[src/sv/cenc_pkg.sv]
`default_nettype none

package cenc_pkg;

    localparam int MNEM_W = 24;
    localparam int SYN_W  = 4;
    localparam int VAL_W  = 16;
    localparam int OP_W   = 8;
    localparam int SIZE_W = 2;
    localparam int STAT_W = 3;
    localparam int MODE_W = 12;

    localparam logic [MODE_W-1:0] M_IMM  = 12'h001;
    localparam logic [MODE_W-1:0] M_ABS  = 12'h002;
    localparam logic [MODE_W-1:0] M_ZP   = 12'h004;
    localparam logic [MODE_W-1:0] M_ABSX = 12'h008;
    localparam logic [MODE_W-1:0] M_ZPX  = 12'h010;
    localparam logic [MODE_W-1:0] M_ABSY = 12'h020;
    localparam logic [MODE_W-1:0] M_ZPY  = 12'h040;
    localparam logic [MODE_W-1:0] M_INDX = 12'h080;
    localparam logic [MODE_W-1:0] M_INDY = 12'h100;
    localparam logic [MODE_W-1:0] M_ACC  = 12'h200;
    localparam logic [MODE_W-1:0] M_IND  = 12'h400;
    localparam logic [MODE_W-1:0] M_BR   = 12'h800;
    localparam logic [MODE_W-1:0] M_NONE = 12'h000;

    localparam logic [MODE_W-1:0] M_GEN = M_IMM | M_ABS | M_ZP | M_ABSX | M_ZPX | M_ABSY
                                        | M_INDX | M_INDY | M_IND;
    localparam logic [MODE_W-1:0] M_RMW = M_ABS | M_ZP | M_ABSX | M_ZPX;

    localparam logic [SYN_W-1:0] SYN_NONE  = 4'd0;
    localparam logic [SYN_W-1:0] SYN_ACC   = 4'd1;
    localparam logic [SYN_W-1:0] SYN_IMM   = 4'd2;
    localparam logic [SYN_W-1:0] SYN_IND   = 4'd3;
    localparam logic [SYN_W-1:0] SYN_INDX  = 4'd4;
    localparam logic [SYN_W-1:0] SYN_INDY  = 4'd5;
    localparam logic [SYN_W-1:0] SYN_DIR   = 4'd6;
    localparam logic [SYN_W-1:0] SYN_DIRX  = 4'd7;
    localparam logic [SYN_W-1:0] SYN_DIRY  = 4'd8;

    typedef enum logic [STAT_W-1:0] {
        ST_OK       = 3'd0,
        ST_UNKNOWN  = 3'd1,
        ST_NEED_OPD = 3'd2,
        ST_TOO_MANY = 3'd3,
        ST_NOT_CODE = 3'd4
    } t_status;

    typedef struct packed {
        logic              found;
        logic [OP_W-1:0]   base;
        logic [MODE_W-1:0] modes;
    } t_entry;

    typedef struct packed {
        logic [OP_W-1:0]   opcode;
        logic [SIZE_W-1:0] size;
        logic              branch;
        logic [VAL_W-1:0]  operand;
        logic              emitted;
        t_status           status;
    } t_result;

    function automatic t_entry lookup(input logic [MNEM_W-1:0] name);
        t_entry e;
        e.found = 1'b1;
        e.base  = 8'h00;
        e.modes = M_NONE;
        unique case (name)
            "LDA": begin e.base = 8'hAD; e.modes = M_GEN; end
            "STA": begin e.base = 8'h8D; e.modes = M_GEN & ~M_IMM; end
            "JMP": begin e.base = 8'h4C; e.modes = M_ABS | M_IND | M_INDX; end
            "JSR": begin e.base = 8'h20; e.modes = M_ABS; end
            "RTS": e.base = 8'h60;
            "STZ": begin e.base = 8'h9C; e.modes = M_RMW; end
            "LDX": begin
                e.base  = 8'hAE;
                e.modes = M_IMM | M_ABS | M_ZP | M_ABSY | M_ZPY;
            end
            "STX": begin e.base = 8'h8E; e.modes = M_ABS | M_ZP | M_ABSY | M_ZPY; end
            "LDY": begin e.base = 8'hAC; e.modes = M_IMM | M_RMW; end
            "STY": begin e.base = 8'h8C; e.modes = M_ABS | M_ZP | M_ZPX; end
            "AND": begin e.base = 8'h2D; e.modes = M_GEN; end
            "BIT": begin e.base = 8'h2C; e.modes = M_RMW | M_IMM; end
            "CMP": begin e.base = 8'hCD; e.modes = M_GEN; end
            "CPX": begin e.base = 8'hEC; e.modes = M_IMM | M_ABS | M_ZP; end
            "CPY": begin e.base = 8'hCC; e.modes = M_IMM | M_ABS | M_ZP; end
            "ADC": begin e.base = 8'h6D; e.modes = M_GEN; end
            "SBC": begin e.base = 8'hED; e.modes = M_GEN; end
            "ORA": begin e.base = 8'h0D; e.modes = M_GEN; end
            "EOR": begin e.base = 8'h4D; e.modes = M_GEN; end
            "INC": begin e.base = 8'hEE; e.modes = M_RMW; end
            "DEC": begin e.base = 8'hCE; e.modes = M_RMW; end
            "INA": e.base = 8'h1A;
            "DEA": e.base = 8'h3A;
            "INX": e.base = 8'hE8;
            "DEX": e.base = 8'hCA;
            "INY": e.base = 8'hC8;
            "DEY": e.base = 8'h88;
            "ASL": begin e.base = 8'h0E; e.modes = M_RMW | M_ACC; end
            "ROL": begin e.base = 8'h2E; e.modes = M_RMW | M_ACC; end
            "LSR": begin e.base = 8'h4E; e.modes = M_RMW | M_ACC; end
            "ROR": begin e.base = 8'h6E; e.modes = M_RMW | M_ACC; end
            "TAX": e.base = 8'hAA;
            "TXA": e.base = 8'h8A;
            "TAY": e.base = 8'hA8;
            "TYA": e.base = 8'h98;
            "TSX": e.base = 8'hBA;
            "TXS": e.base = 8'h9A;
            "CLV": e.base = 8'hB8;
            "CLD": e.base = 8'hD8;
            "SED": e.base = 8'hF8;
            "CLI": e.base = 8'h58;
            "SEI": e.base = 8'h78;
            "CLC": e.base = 8'h18;
            "SEC": e.base = 8'h38;
            "BPL": begin e.base = 8'h10; e.modes = M_BR; end
            "BMI": begin e.base = 8'h30; e.modes = M_BR; end
            "BVC": begin e.base = 8'h50; e.modes = M_BR; end
            "BVS": begin e.base = 8'h70; e.modes = M_BR; end
            "BCC": begin e.base = 8'h90; e.modes = M_BR; end
            "BCS": begin e.base = 8'hB0; e.modes = M_BR; end
            "BNE": begin e.base = 8'hD0; e.modes = M_BR; end
            "BEQ": begin e.base = 8'hF0; e.modes = M_BR; end
            "BRA": begin e.base = 8'h80; e.modes = M_BR; end
            "BRK": begin e.base = 8'h00; e.modes = M_IMM; end
            "RTI": e.base = 8'h40;
            "PHP": e.base = 8'h08;
            "PLP": e.base = 8'h28;
            "PHA": e.base = 8'h48;
            "PLA": e.base = 8'h68;
            "PHX": e.base = 8'hDA;
            "PLX": e.base = 8'hFA;
            "PHY": e.base = 8'h5A;
            "PLY": e.base = 8'h7A;
            "NOP": e.base = 8'hEA;
            "TSB": begin e.base = 8'h0C; e.modes = M_ZP | M_ABS; end
            "TRB": begin e.base = 8'h1C; e.modes = M_ZP | M_ABS; end
            default: e.found = 1'b0;
        endcase
        return e;
    endfunction

endpackage

`default_nettype wire

[src/sv/cenc_lookup.sv]
`default_nettype none

module cenc_lookup (
    input  wire logic [cenc_pkg::MNEM_W-1:0] i_mnemonic,
    output cenc_pkg::t_entry                 o_entry
);

    assign o_entry = cenc_pkg::lookup(i_mnemonic);

endmodule

`default_nettype wire

[src/sv/cenc_encode.sv]
`default_nettype none

module cenc_encode (
    input  wire cenc_pkg::t_entry            i_entry,
    input  wire logic [cenc_pkg::SYN_W-1:0]  i_operand_syntax,
    input  wire logic [cenc_pkg::VAL_W-1:0]  i_operand_value,
    input  wire logic                        i_value_undefined,
    input  wire logic                        i_value_relocatable,
    input  wire logic                        i_value_low_byte,
    input  wire logic                        i_in_code_segment,
    output cenc_pkg::t_result                o_result
);

    typedef enum logic [3:0] {
        MD_NONE, MD_IMM, MD_ABS, MD_ZP, MD_ABSX, MD_ZPX, MD_ABSY,
        MD_ZPY, MD_INDX, MD_INDY, MD_ACC, MD_IND, MD_BR
    } t_mode;

    t_mode                          mode;
    cenc_pkg::t_status              opd_status;
    logic                           shortp;
    logic [cenc_pkg::OP_W-1:0]      b;
    logic [cenc_pkg::MODE_W-1:0]    m;
    logic [cenc_pkg::OP_W-1:0]      op;
    logic [cenc_pkg::SIZE_W-1:0]    size;
    logic                           br;
    logic [cenc_pkg::VAL_W-1:0]     opnd;

    assign b = i_entry.base;
    assign m = i_entry.modes;
    assign shortp = ((i_operand_value[15:8] == 8'h00) && !i_value_undefined
                    && !i_value_relocatable) || i_value_low_byte;

    always_comb begin
        mode       = MD_NONE;
        opd_status = cenc_pkg::ST_OK;
        opnd       = i_operand_value;
        if (m != cenc_pkg::M_NONE) begin
            priority if (i_operand_syntax == cenc_pkg::SYN_NONE) begin
                if ((m & cenc_pkg::M_ACC) != cenc_pkg::M_NONE) mode = MD_ACC;
                else opd_status = cenc_pkg::ST_NEED_OPD;
            end else if (i_operand_syntax == cenc_pkg::SYN_ACC) begin
                mode = MD_ACC;
            end else if (i_operand_syntax == cenc_pkg::SYN_IMM) begin
                mode = MD_IMM;
                opnd = {8'h00, i_operand_value[7:0]};
            end else if (i_operand_syntax == cenc_pkg::SYN_IND) begin
                mode = MD_IND;
            end else if (i_operand_syntax == cenc_pkg::SYN_INDX) begin
                mode = MD_INDX;
            end else if (i_operand_syntax == cenc_pkg::SYN_INDY) begin
                mode = MD_INDY;
            end else if (i_operand_syntax == cenc_pkg::SYN_DIR) begin
                if ((m & cenc_pkg::M_BR) != cenc_pkg::M_NONE) mode = MD_BR;
                else if ((m & cenc_pkg::M_ZP) == cenc_pkg::M_NONE) mode = MD_ABS;
                else mode = shortp ? MD_ZP : MD_ABS;
            end else if (i_operand_syntax == cenc_pkg::SYN_DIRX) begin
                mode = (shortp && ((m & cenc_pkg::M_ZPX) != cenc_pkg::M_NONE))
                       ? MD_ZPX : MD_ABSX;
            end else if (i_operand_syntax == cenc_pkg::SYN_DIRY) begin
                mode = (shortp && ((m & cenc_pkg::M_ZPY) != cenc_pkg::M_NONE))
                       ? MD_ZPY : MD_ABSY;
            end else begin
                opd_status = cenc_pkg::ST_TOO_MANY;
            end
        end
    end

    always_comb begin
        op   = b;
        size = 2'd0;
        br   = 1'b0;
        unique case (mode)
            MD_IMM: begin
                size = 2'd1;
                priority if (b == 8'h00) op = 8'h00;
                else if (b == 8'h2C) op = 8'h89;
                else if (b[0]) op = b ^ 8'h04;
                else op = (b ^ 8'h04) & 8'hF7;
            end
            MD_ABS: size = 2'd2;
            MD_BR: begin
                size = 2'd1;
                br   = 1'b1;
            end
            MD_ZP: begin
                size = 2'd1;
                op   = (b == 8'h9C) ? 8'h64 : (b ^ 8'h08);
            end
            MD_ABSX: begin
                size = 2'd2;
                op   = (b == 8'h9C) ? 8'h9E : (b ^ 8'h10);
            end
            MD_ZPX: begin
                size = 2'd1;
                op   = (b == 8'h9C) ? 8'h74 : (b ^ 8'h18);
            end
            MD_ABSY: begin
                size = 2'd2;
                op   = (b == 8'hAE) ? 8'hBE : (b ^ 8'h14);
            end
            MD_ZPY: begin
                size = 2'd1;
                op   = b ^ 8'h18;
            end
            MD_INDX: begin
                if (b == 8'h4C) begin
                    op   = 8'h7C;
                    size = 2'd2;
                end else begin
                    op   = b ^ 8'h0C;
                    size = 2'd1;
                end
            end
            MD_INDY: begin
                size = 2'd1;
                op   = b ^ 8'h1C;
            end
            MD_ACC: op = b ^ 8'h04;
            MD_IND: begin
                if (b[3:0] == 4'hD) begin
                    op   = b ^ 8'h1F;
                    size = 2'd1;
                end else begin
                    op   = b ^ 8'h20;
                    size = 2'd2;
                end
            end
            MD_NONE: op = b;
            default: op = b;
        endcase
    end

    always_comb begin
        o_result = '0;
        priority if (!i_entry.found) begin
            o_result.status = cenc_pkg::ST_UNKNOWN;
        end else if (!i_in_code_segment) begin
            o_result.status = (opd_status != cenc_pkg::ST_OK)
                              ? opd_status : cenc_pkg::ST_NOT_CODE;
        end else begin
            o_result.opcode  = op;
            o_result.size    = size;
            o_result.branch  = br;
            o_result.operand = (size != 2'd0) ? opnd : '0;
            o_result.emitted = 1'b1;
            o_result.status  = opd_status;
        end
    end

endmodule

`default_nettype wire

[src/sv/cmos6502_instruction_encoder.sv]
// 65SC02 instruction encoder.
// Input channel: drive the mnemonic, syntax class, operand value and flags
// with start high; the word is taken at any rising edge where start is high
// and busy is low. busy stays low, so a word may be taken every cycle.
// Output channel: o_done is high for exactly one cycle with the encoded
// opcode, operand size, branch mark, operand value, emitted flag and status.
// The receiver cannot stall; each result is shown once and must be taken.
// Path: the input register, then the table lookup and encoding feed the
// result register that drives o_done. Throughput: 1 word/cycle.
// Reset: synchronous, active low; clears the valid flags so no result is
// shown until a new word is accepted. Result fields are not reset.
`default_nettype none

module cmos6502_instruction_encoder (
    input  wire logic                        i_clk,
    input  wire logic                        i_rst_n,
    input  wire logic                        start,
    output logic                             busy,
    input  wire logic [cenc_pkg::MNEM_W-1:0] i_mnemonic,
    input  wire logic [cenc_pkg::SYN_W-1:0]  i_operand_syntax,
    input  wire logic [cenc_pkg::VAL_W-1:0]  i_operand_value,
    input  wire logic                        i_value_undefined,
    input  wire logic                        i_value_relocatable,
    input  wire logic                        i_value_low_byte,
    input  wire logic                        i_in_code_segment,
    output logic                             o_done,
    output logic [cenc_pkg::OP_W-1:0]        o_opcode_byte,
    output logic [cenc_pkg::SIZE_W-1:0]      o_operand_size,
    output logic                             o_operand_is_branch,
    output logic [cenc_pkg::VAL_W-1:0]       o_operand_out,
    output logic                             o_emitted,
    output logic [cenc_pkg::STAT_W-1:0]      o_status
);

    logic                        r_in_valid;
    logic [cenc_pkg::MNEM_W-1:0] r_mnemonic;
    logic [cenc_pkg::SYN_W-1:0]  r_syntax;
    logic [cenc_pkg::VAL_W-1:0]  r_value;
    logic                        r_undef;
    logic                        r_reloc;
    logic                        r_low;
    logic                        r_code;
    logic                        r_done;
    cenc_pkg::t_result           r_result;
    cenc_pkg::t_entry            entry;
    cenc_pkg::t_result           n_result;
    logic                        accept;

    assign busy   = 1'b0;
    assign accept = start && !busy;

    always_ff @(posedge i_clk) begin
        if (!i_rst_n) begin
            r_in_valid <= 1'b0;
            r_done     <= 1'b0;
        end else begin
            r_in_valid <= accept;
            r_done     <= r_in_valid;
        end
        if (accept) begin
            r_mnemonic <= i_mnemonic;
            r_syntax   <= i_operand_syntax;
            r_value    <= i_operand_value;
            r_undef    <= i_value_undefined;
            r_reloc    <= i_value_relocatable;
            r_low      <= i_value_low_byte;
            r_code     <= i_in_code_segment;
        end
        if (r_in_valid) begin
            r_result <= n_result;
        end
    end

    cenc_lookup u_lookup (
        .i_mnemonic (r_mnemonic),
        .o_entry    (entry)
    );

    cenc_encode u_encode (
        .i_entry             (entry),
        .i_operand_syntax    (r_syntax),
        .i_operand_value     (r_value),
        .i_value_undefined   (r_undef),
        .i_value_relocatable (r_reloc),
        .i_value_low_byte    (r_low),
        .i_in_code_segment   (r_code),
        .o_result            (n_result)
    );

    assign o_done              = r_done;
    assign o_opcode_byte       = r_result.opcode;
    assign o_operand_size      = r_result.size;
    assign o_operand_is_branch = r_result.branch;
    assign o_operand_out       = r_result.operand;
    assign o_emitted           = r_result.emitted;
    assign o_status            = r_result.status;

endmodule

`default_nettype wire

[config.mk]
export PLATFORM = sky130hd
export DESIGN_NAME = cmos6502_instruction_encoder
export DESIGN_NICKNAME = d
export VERILOG_FILES = /design/src/sv/cenc_pkg.sv /design/src/sv/cenc_lookup.sv /design/src/sv/cenc_encode.sv /design/src/sv/cmos6502_instruction_encoder.sv
export SDC_FILE = /design/constraint.sdc
export NUM_CORES = 1
export LEC_CHECK = 0
export BUFFER_PORTS_ARGS = -buffer_cell sky130_fd_sc_hd__clkbuf_2
export CAP_MARGIN = 20
export CELL_PAD_IN_SITES_DETAIL_PLACEMENT = 2
export CELL_PAD_IN_SITES_GLOBAL_PLACEMENT = 2
export CORE_MARGIN = 2
export CORE_UTILIZATION = 39
export CTS_CLUSTER_SIZE = 30
export DETAILED_ROUTE_END_ITERATION = 7
export PLACE_DENSITY_LB_ADDON = 0.25
export SYNTH_ARGS = -nofsm -noshare
export SYNTH_HDL_FRONTEND = slang
export SYNTH_HIERARCHICAL = 1
export SYNTH_SLANG_ARGS = --single-unit
[constraint.sdc]
create_clock -name i_clk -period 9.4 [get_ports i_clk]
set_input_delay 0.94 -clock i_clk [delete_from_list [all_inputs] [get_ports i_clk]]
set_output_delay 0.94 -clock i_clk [all_outputs]
set_load 0.01 [all_outputs]
==> flow_summary_export.csv, run 1 <==
group,metric,value,unit
min_path,min_from,"r_value[0]",
die,dieWidth,119,um
synthesis,synth.avg_cell_area,10.2,um2
clock_network,cts_setup_buffers,0,
sta,relSlewSlack,26.0,%
grt,top_usage_layer,"met2",
place,hpwlAfterDp,15800,um
grt,grt_pass1_vias,5287,
sta,hold_viol_final,0,
power,power_frac_clock,41.4,%
clock_network,clockRootBuffer,"clkbuf_16",
grt,use_met1,37.0,%
synthesis,synth.area.top_cells,"edfxtp_1 46%, nand2_1 3.6%, nor4_1 3.2%",
grt,grt_use_met2,51.9,%
clock_network,clk_pin_slew_worst_paths,70,ps
power,pwr-share-seq,49.6,%
critical_path,max_stage_delay,690,ps
synthesis,synthArstFlopShare,0,%
synthesis,syn-cell-area,0.00514,mm2
die,fp.dieH,119,um
critical_path,path_common_cell,"or4_1",
detailed_routing,first_iter_violations,345,
layout,nNetsFinal,633,
power,switching_share,27.2,%
grt,grt_max_degree,50,
synthesis,synth_top_family_by_area,"simple AND/OR/NAND/NOR gates",
critical_path,r2r_start,"r_mnemonic[0]",
clock_network,cts_made_buffers,9,
grt,grt-ovfl-total,0,
detailed_routing,viasPerCell,6.35,
sta,setup-violations-final,0,
sta,fmax,0.194,GHz
synthesis,syn_nets,556,
die,die_area,0.0141,mm2
synthesis,synth.most_common_cell,"edfxtp_1",
grt,grt_util_met3,7.52,%
clock_network,clock_sinks,81,
layout,syn2layout_area_growth,17.2,%
critical_path,path_max_fanout,16,
sta,tns,0,ps
layout,fillers,1359,
layout,drive_gt1_share,25.2,%
place,io_buffers,82,
power,comb_power_share,9.0,%
synthesis,synth_compound_area_share,12.8,%
detailed_routing,drt_wl_total,20900,um
detailed_routing,drtPass1Iterations,4,
sta,rsz0062_at_grt,"no",
synthesis,synth_common_cells,"79 x edfxtp_1, 50 x nand2_1, 38 x nor2_1, 26 x nor4_1",
clock_network,cts_tree,"yes",
critical_path,cp.required,9590,ps
detailed_routing,vias,4822,
die,io_pins,84,
synthesis,post-synth-top-area-cell,"edfxtp_1",
clock_network,clkLatencyLatePin,360,ps
detailed_routing,drc,0,
synthesis,synth_edf_count,79,
place,gp_congestion,0.979,
sta,finalCritPeriodShare,54.9,%
min_path,holdPathStages,1,
synthesis,yosysSeqAreaShare,46.9,%
power,p_leak,2.14,nW
synthesis,synthMuxAreaShare,0.608,%
clock_network,ctsResizeCount,0,
sta,tightest_slew,1100,ps
critical_path,startpoint_type,"flop",
sta,clock_skew,9.39,ps
critical_path,path_cells,"nor2b_1 > nand3_1 > o32ai_1 > or4_1 > a2111oi_0 > nand4_1 > or4_1 > nor4_2 > nand2_1 > nor3_1 > o21ai_0 > a21boi_1 > a211oi_2",
grt,grt_pass1_wl,32100,um
critical_path,r2r_slack,4240,ps
critical_path,reg2regPathDepth,13,
synthesis,synth_top_area_share,46.1,%
power,power,0.915,mW
critical_path,endpoint_kind,"flop",
min_path,hp-class,"reg -> reg",
synthesis,synth_cells,505,
die,core-area,0.0127,mm2
clock_network,cts_hold_buffers,0,
power,power.internal,0.666,mW
critical_path,slowest_stage,"edfxtp_1",
critical_path,worst-setup-path-type,"reg -> reg",
clock_network,h-tree-depth,3,
run,drv_cap,0,
synthesis,ys.flop_type,"edfxtp_1",
grt,grt_antenna_before_repair,0,
power,power.switching,0.249,mW
min_path,hold_end,"o_operand_out[0]",
critical_path,r2r_end,"o_opcode_byte[3]",
grt,grt_usage,30.3,%
run_status,status,"complete, no violations",
synthesis,netlist-cell-type-count,78,
sta,slew_viol_final,0,
die,start_util,40.4,%
synthesis,synthXorXnorAreaFrac,0.170,%
power,p_per_area,152,mW/mm2
synthesis,synth-simple-area-share,36.4,%
power,peakVddDrop,0.196,mV
synthesis,ys_warn_count,6,
clock_network,clk_path_buf_depth,2,
die,rows,41,
layout,n_antenna_cell,0,
critical_path,worstPathArrival,5350,ps
synthesis,synth_fa_ha_area_share,0,%
detailed_routing,ant_nets,0,
detailed_routing,wl_per_cell,27.5,um
synthesis,ys_ff_latch,81,
sta,period_minus_slack,5160,ps
[power groups by stage]
stage          clock network, mW  registers [mW]  logic, mW
2_1_floorplan                  0           0.449     0.0458
3_3_place_gp                   0           0.455     0.0750
3_5_place_dp                   0           0.461     0.0803
4_1_cts                    0.386           0.454     0.0811
5_1_grt                    0.398           0.458     0.0883
6_report                   0.379           0.454     0.0827
[kinds of logic after synthesis]
family                 Yosys count
XOR/XNOR                         1
buffers and inverters           31
AO/OA/AOI/OAI                   92
multiplexers                     3
AND/OR/NAND/NOR                296
other                            1
flip-flops                      81
[flip-flops by register name (all words and copies together) (netlist names)]
| signal | flops |
|---|---|
| r_low | 1 |
| r_reloc | 1 |
| r_in_valid | 1 |
| r_code | 1 |
| o_operand_size | 2 |
| r_syntax | 4 |
| o_operand_is_branch | 1 |
| r_mnemonic | 24 |
| o_status | 3 |
| o_emitted | 1 |
| r_undef | 1 |
| o_done | 1 |
| o_opcode_byte | 8 |
| r_value | 16 |
| o_operand_out | 16 |
[worst max path at each step]
| stage | cells past startpoint | from | to | slack [ps] |
|---|---|---|---|---|
| after floorplan | 14 | r_mnemonic[3] | o_opcode_byte[3] | 5650 |
| after global placement | 13 | r_mnemonic[0] | o_opcode_byte[3] | 4450 |
| after detailed placement | 13 | r_mnemonic[0] | o_opcode_byte[3] | 4410 |
| after CTS | 13 | r_mnemonic[0] | o_opcode_byte[3] | 4350 |
| after global routing | 13 | r_mnemonic[0] | o_opcode_byte[3] | 3940 |
| final | 13 | r_mnemonic[0] | o_opcode_byte[3] | 4240 |
[worst max-delay path, delay by kind of cell, from the launching register on]
family / cells / cell delay (ps)
flip-flops: 1 / 690
AO/OA/AOI/OAI: 5 / 1170
AND/OR/NAND/NOR: 8 / 3120
[layer usage]
layer,part of all wire (%),vias to the layer above
met5,0,-
met4,3.2,0
met3,6.9,43
met2,50,206
met1,40,2435
li1,-,2138
[cells in the final DEF (no fill, tap or decap), types with 6 or more instances in the layout]
master | netlist | routed
clkbuf_2 | 0 | 82
nor4b_1 | 7 | 7
nand3_1 | 22 | 22
a21oi_1 | 19 | 19
and2_1 | 22 | 22
nor4bb_1 | 8 | 7
edfxtp_1 | 79 | 79
buf_4 | 7 | 7
nor2_1 | 38 | 38
nor3_1 | 17 | 17
a211oi_1 | 6 | 6
and4_1 | 6 | 6
nand2b_1 | 8 | 8
nand2_1 | 50 | 50
clkbuf_16 | 0 | 9
nand4_1 | 21 | 21
or2_2 | 7 | 7
o21ai_0 | 18 | 18
inv_1 | 7 | 7
or3_1 | 6 | 6
nor4_1 | 26 | 26
nor2b_1 | 10 | 10
[through the flow]
step	util, %	worst slack, ps	instance area [um2]	cells	hold WS, ps
final	47.4	4240	6020	759	539
after global placement	44.8	4450	5700	742	500
after floorplan	-	5650	5140	505	497
after CTS	47.2	4350	6000	758	542
after global routing	47.4	3940	6020	759	557
after detailed placement	44.8	4410	5700	742	525
[final cells by class]
class	instances	area, um2	share of cell area, %
multi-input cells	393	2580	42.8
inverters	7	26.3	0.436
clock inverters	7	83.8	1.39
well taps	172	215	3.57
clock buffers	9	225	3.74
repair buffers	90	483	8.02
flip-flops and latches	81	2410	40.0
Power figures use the tool's default switching activity.
==> run 2, diff against run 1 <==
Settings changed: ABC_AREA set to 1, CORE_UTILIZATION 39 to 34.
Clock period 9.4 ns to 5.3 ns, I/O delays scaled along.
==> run 2 against run 1 <==
Net effect: first-iteration DRC count is 7.0% lower; sequential share of layout area down 4.2 points; routed wire length fell by 1.3%; die area rose by 27%; synthesized cell count increased by 44%; combinational power increased by 78%; via count up 12%; critical path type unchanged; critical endpoint unchanged; largest cell class unchanged; largest power group unchanged.
==> flow_summary_export.csv, run 2 <==
group,metric,value,unit
sta,relSlewSlack,39.9,%
synthesis,ys.flop_type,"edfxtp_1",
synthesis,synth_edf_count,79,
run_status,status,"complete, no violations",
sta,period_minus_slack,3880,ps
synthesis,synthArstFlopShare,0,%
power,power_frac_clock,44.1,%
clock_network,h-tree-depth,3,
clock_network,clk_path_buf_depth,2,
power,peakVddDrop,0.158,mV
sta,hold_viol_final,0,
clock_network,clock_sinks,81,
synthesis,ys_warn_count,6,
power,switching_share,26.6,%
grt,grt_usage,24.1,%
grt,grt_pass1_wl,33200,um
sta,rsz0062_at_grt,"no",
critical_path,path_common_cell,"nor2_1",
power,power.switching,0.443,mW
clock_network,clockRootBuffer,"clkbuf_16",
detailed_routing,viasPerCell,5.18,
synthesis,synth_cells,727,
critical_path,startpoint_type,"flop",
clock_network,cts_setup_buffers,0,
synthesis,synthXorXnorAreaFrac,0,%
critical_path,r2r_start,"r_mnemonic[16]",
power,power.internal,1.22,mW
detailed_routing,drtPass1Iterations,4,
layout,final_cell_mix,"157 x nand2_1, 111 x nor2_1, 82 x clkbuf_2",
synthesis,synth.avg_cell_area,7.91,um2
die,dieWidth,134,um
synthesis,yosysSeqAreaShare,41.9,%
critical_path,worst-setup-path-type,"reg -> reg",
synthesis,syn-cell-area,0.00575,mm2
critical_path,crit_family,"simple AND/OR/NAND/NOR gates",
die,io_pins,84,
sta,finalCritPeriodShare,73.2,%
critical_path,cp.required,5490,ps
layout,drive_gt1_share,29.6,%
sta,setup-violations-final,0,
sta,tns,0,ps
critical_path,max_stage_delay,740,ps
power,p_per_area,247,mW/mm2
clock_network,cts_hold_buffers,0,
layout,nNetsFinal,866,
layout,n_antenna_cell,0,
critical_path,critPathBufInv,1,
detailed_routing,drc,0,
layout,regMostFlops,"r_mnemonic",
grt,grt-ovfl-total,0,
die,core-area,0.0166,mm2
critical_path,r2r_slack,1420,ps
sta,fmax,0.258,GHz
detailed_routing,first_iter_violations,321,
critical_path,slowest_stage,"inv_1",
layout,syn2layout_area_growth,17.2,%
synthesis,synthMuxAreaShare,0,%
min_path,min_from,"i_mnemonic[22]",
critical_path,r2r_end,"o_opcode_byte[3]",
power,comb_power_share,8.9,%
clock_network,cts_made_buffers,9,
grt,grt_antenna_before_repair,0,
critical_path,path_cells,"nor2_1 > nand2_1 > nor2_1 > nand3_1 > nand2_1 > nor2_1 > nand3_1 > nor2_1 > nand3_2 > nand2_1 > inv_1 > o21ai_0 > a21oi_1",
min_path,hold_end,"r_mnemonic[22]",
critical_path,reg2regPathDepth,13,
min_path,holdPathStages,1,
grt,grt_max_degree,50,
clock_network,clkLatencyLatePin,350,ps
detailed_routing,wl_per_cell,19.8,um
synthesis,post-synth-top-area-cell,"edfxtp_1",
die,rows,47,
die,fp.dieH,134,um
place,io_buffers,82,
clock_network,clk_pin_slew_worst_paths,80,ps
synthesis,synth.area.top_cells,"edfxtp_1 41%, nand2_1 10%, nor2_1 7.2%",
detailed_routing,wl_met1,9550,um
run,drv_cap,0,
grt,grt_pass1_vias,5930,
critical_path,path_max_fanout,21,
detailed_routing,highest_layer,"met4",
detailed_routing,drt_wl_total,20600,um
synthesis,synth_fa_ha_area_share,0,%
clock_network,cts_tree,"yes",
sta,slew_viol_final,0,
synthesis,synth_top_family_by_area,"simple AND/OR/NAND/NOR gates",
synthesis,netlist-cell-type-count,46,
critical_path,worstPathArrival,4070,ps
place,gp_congestion,0.959,
place,hpwlAfterDp,16500,um
synthesis,synth-simple-area-share,44.6,%
layout,largest_reg_flops,24,
detailed_routing,ant_nets,0,
power,power,1.66,mW
synthesis,synth_compound_area_share,5.03,%
min_path,hp-class,"in -> reg",
detailed_routing,wl_met3,828,um
synthesis,synth_top_area_share,41.3,%
die,start_util,34.7,%
synthesis,synth.most_common_cell,"nand2_1",
sta,hold_ws,345,ps
detailed_routing,vias,5389,
sta,tightest_slew,900,ps
synthesis,ys_ff_latch,81,
critical_path,endpoint_kind,"flop",
synthesis,synth_common_cells,"157 x nand2_1, 111 x nor2_1, 79 x edfxtp_1, 73 x inv_1, 57 x nand3_1",
layout,final_common_cell,"nand2_1",
power,pwr-share-seq,47.0,%
power,p_leak,3.14,nW
detailed_routing,dr_wl_met2,9960,um
clock_network,ctsResizeCount,0,
die,die_area,0.0180,mm2
synthesis,syn_nets,778,
sta,clock_skew,9.92,ps
-- run 2: area by class of cell --
cell class	instances	area, um2
Clock buffer	9	225
Clock inverter	7	110
Fill cell	1947	9850
Inverter	114	430
Multi-Input combinational cell	525	2860
Sequential cell	81	2410
Tap cell	220	275
Timing Repair Buffer	84	425
-- run 2: how the worst max path moves through the flow --
stage	startpoint	endpoint	slack [ps]	depth (start not counted)
2_1_floorplan	r_mnemonic[7]	o_operand_out[14]	2270	20
3_3_place_gp	r_mnemonic[16]	o_opcode_byte[3]	1670	13
3_5_place_dp	r_mnemonic[16]	o_opcode_byte[3]	1480	13
4_1_cts	r_mnemonic[16]	o_opcode_byte[3]	1450	13
5_1_grt	r_mnemonic[22]	o_opcode_byte[3]	1130	23
6_report	r_mnemonic[16]	o_opcode_byte[3]	1420	13
-- run 2: cells by family after synthesis --
group	Yosys count
other cells	1
simple gates	477
compound gates	47
buf+inv	121
flops	81
-- run 2: power groups by stage --
stage                     Clock (mW)  Sequential (mW)  Combinational [mW]
after floorplan                    0            0.799              0.0775
after CTS                      0.751            0.783               0.151
final                          0.733            0.782               0.147
after global routing           0.772            0.788               0.165
after detailed placement           0            0.797               0.149
after global placement             0            0.792               0.140
-- run 2: per-layer routing --
metal / up-vias / global-route usage (%)
li1: 2561 / -
met1: 2692 / 32.7
met2: 118 / 40.8
met3: 18 / 3.36
met4: 0 / 5.67
met5: - / 0
-- run 2: stage by stage --
stage                     instances  util, %  area, um2  setup slack [ps]
after floorplan                 727        -       5750              2270
after global placement         1024     38.6       6400              1670
after detailed placement       1024     38.6       6400              1480
after CTS                      1040     40.6       6740              1450
after global routing           1040     40.6       6740              1130
final                          1040     40.6       6740              1420
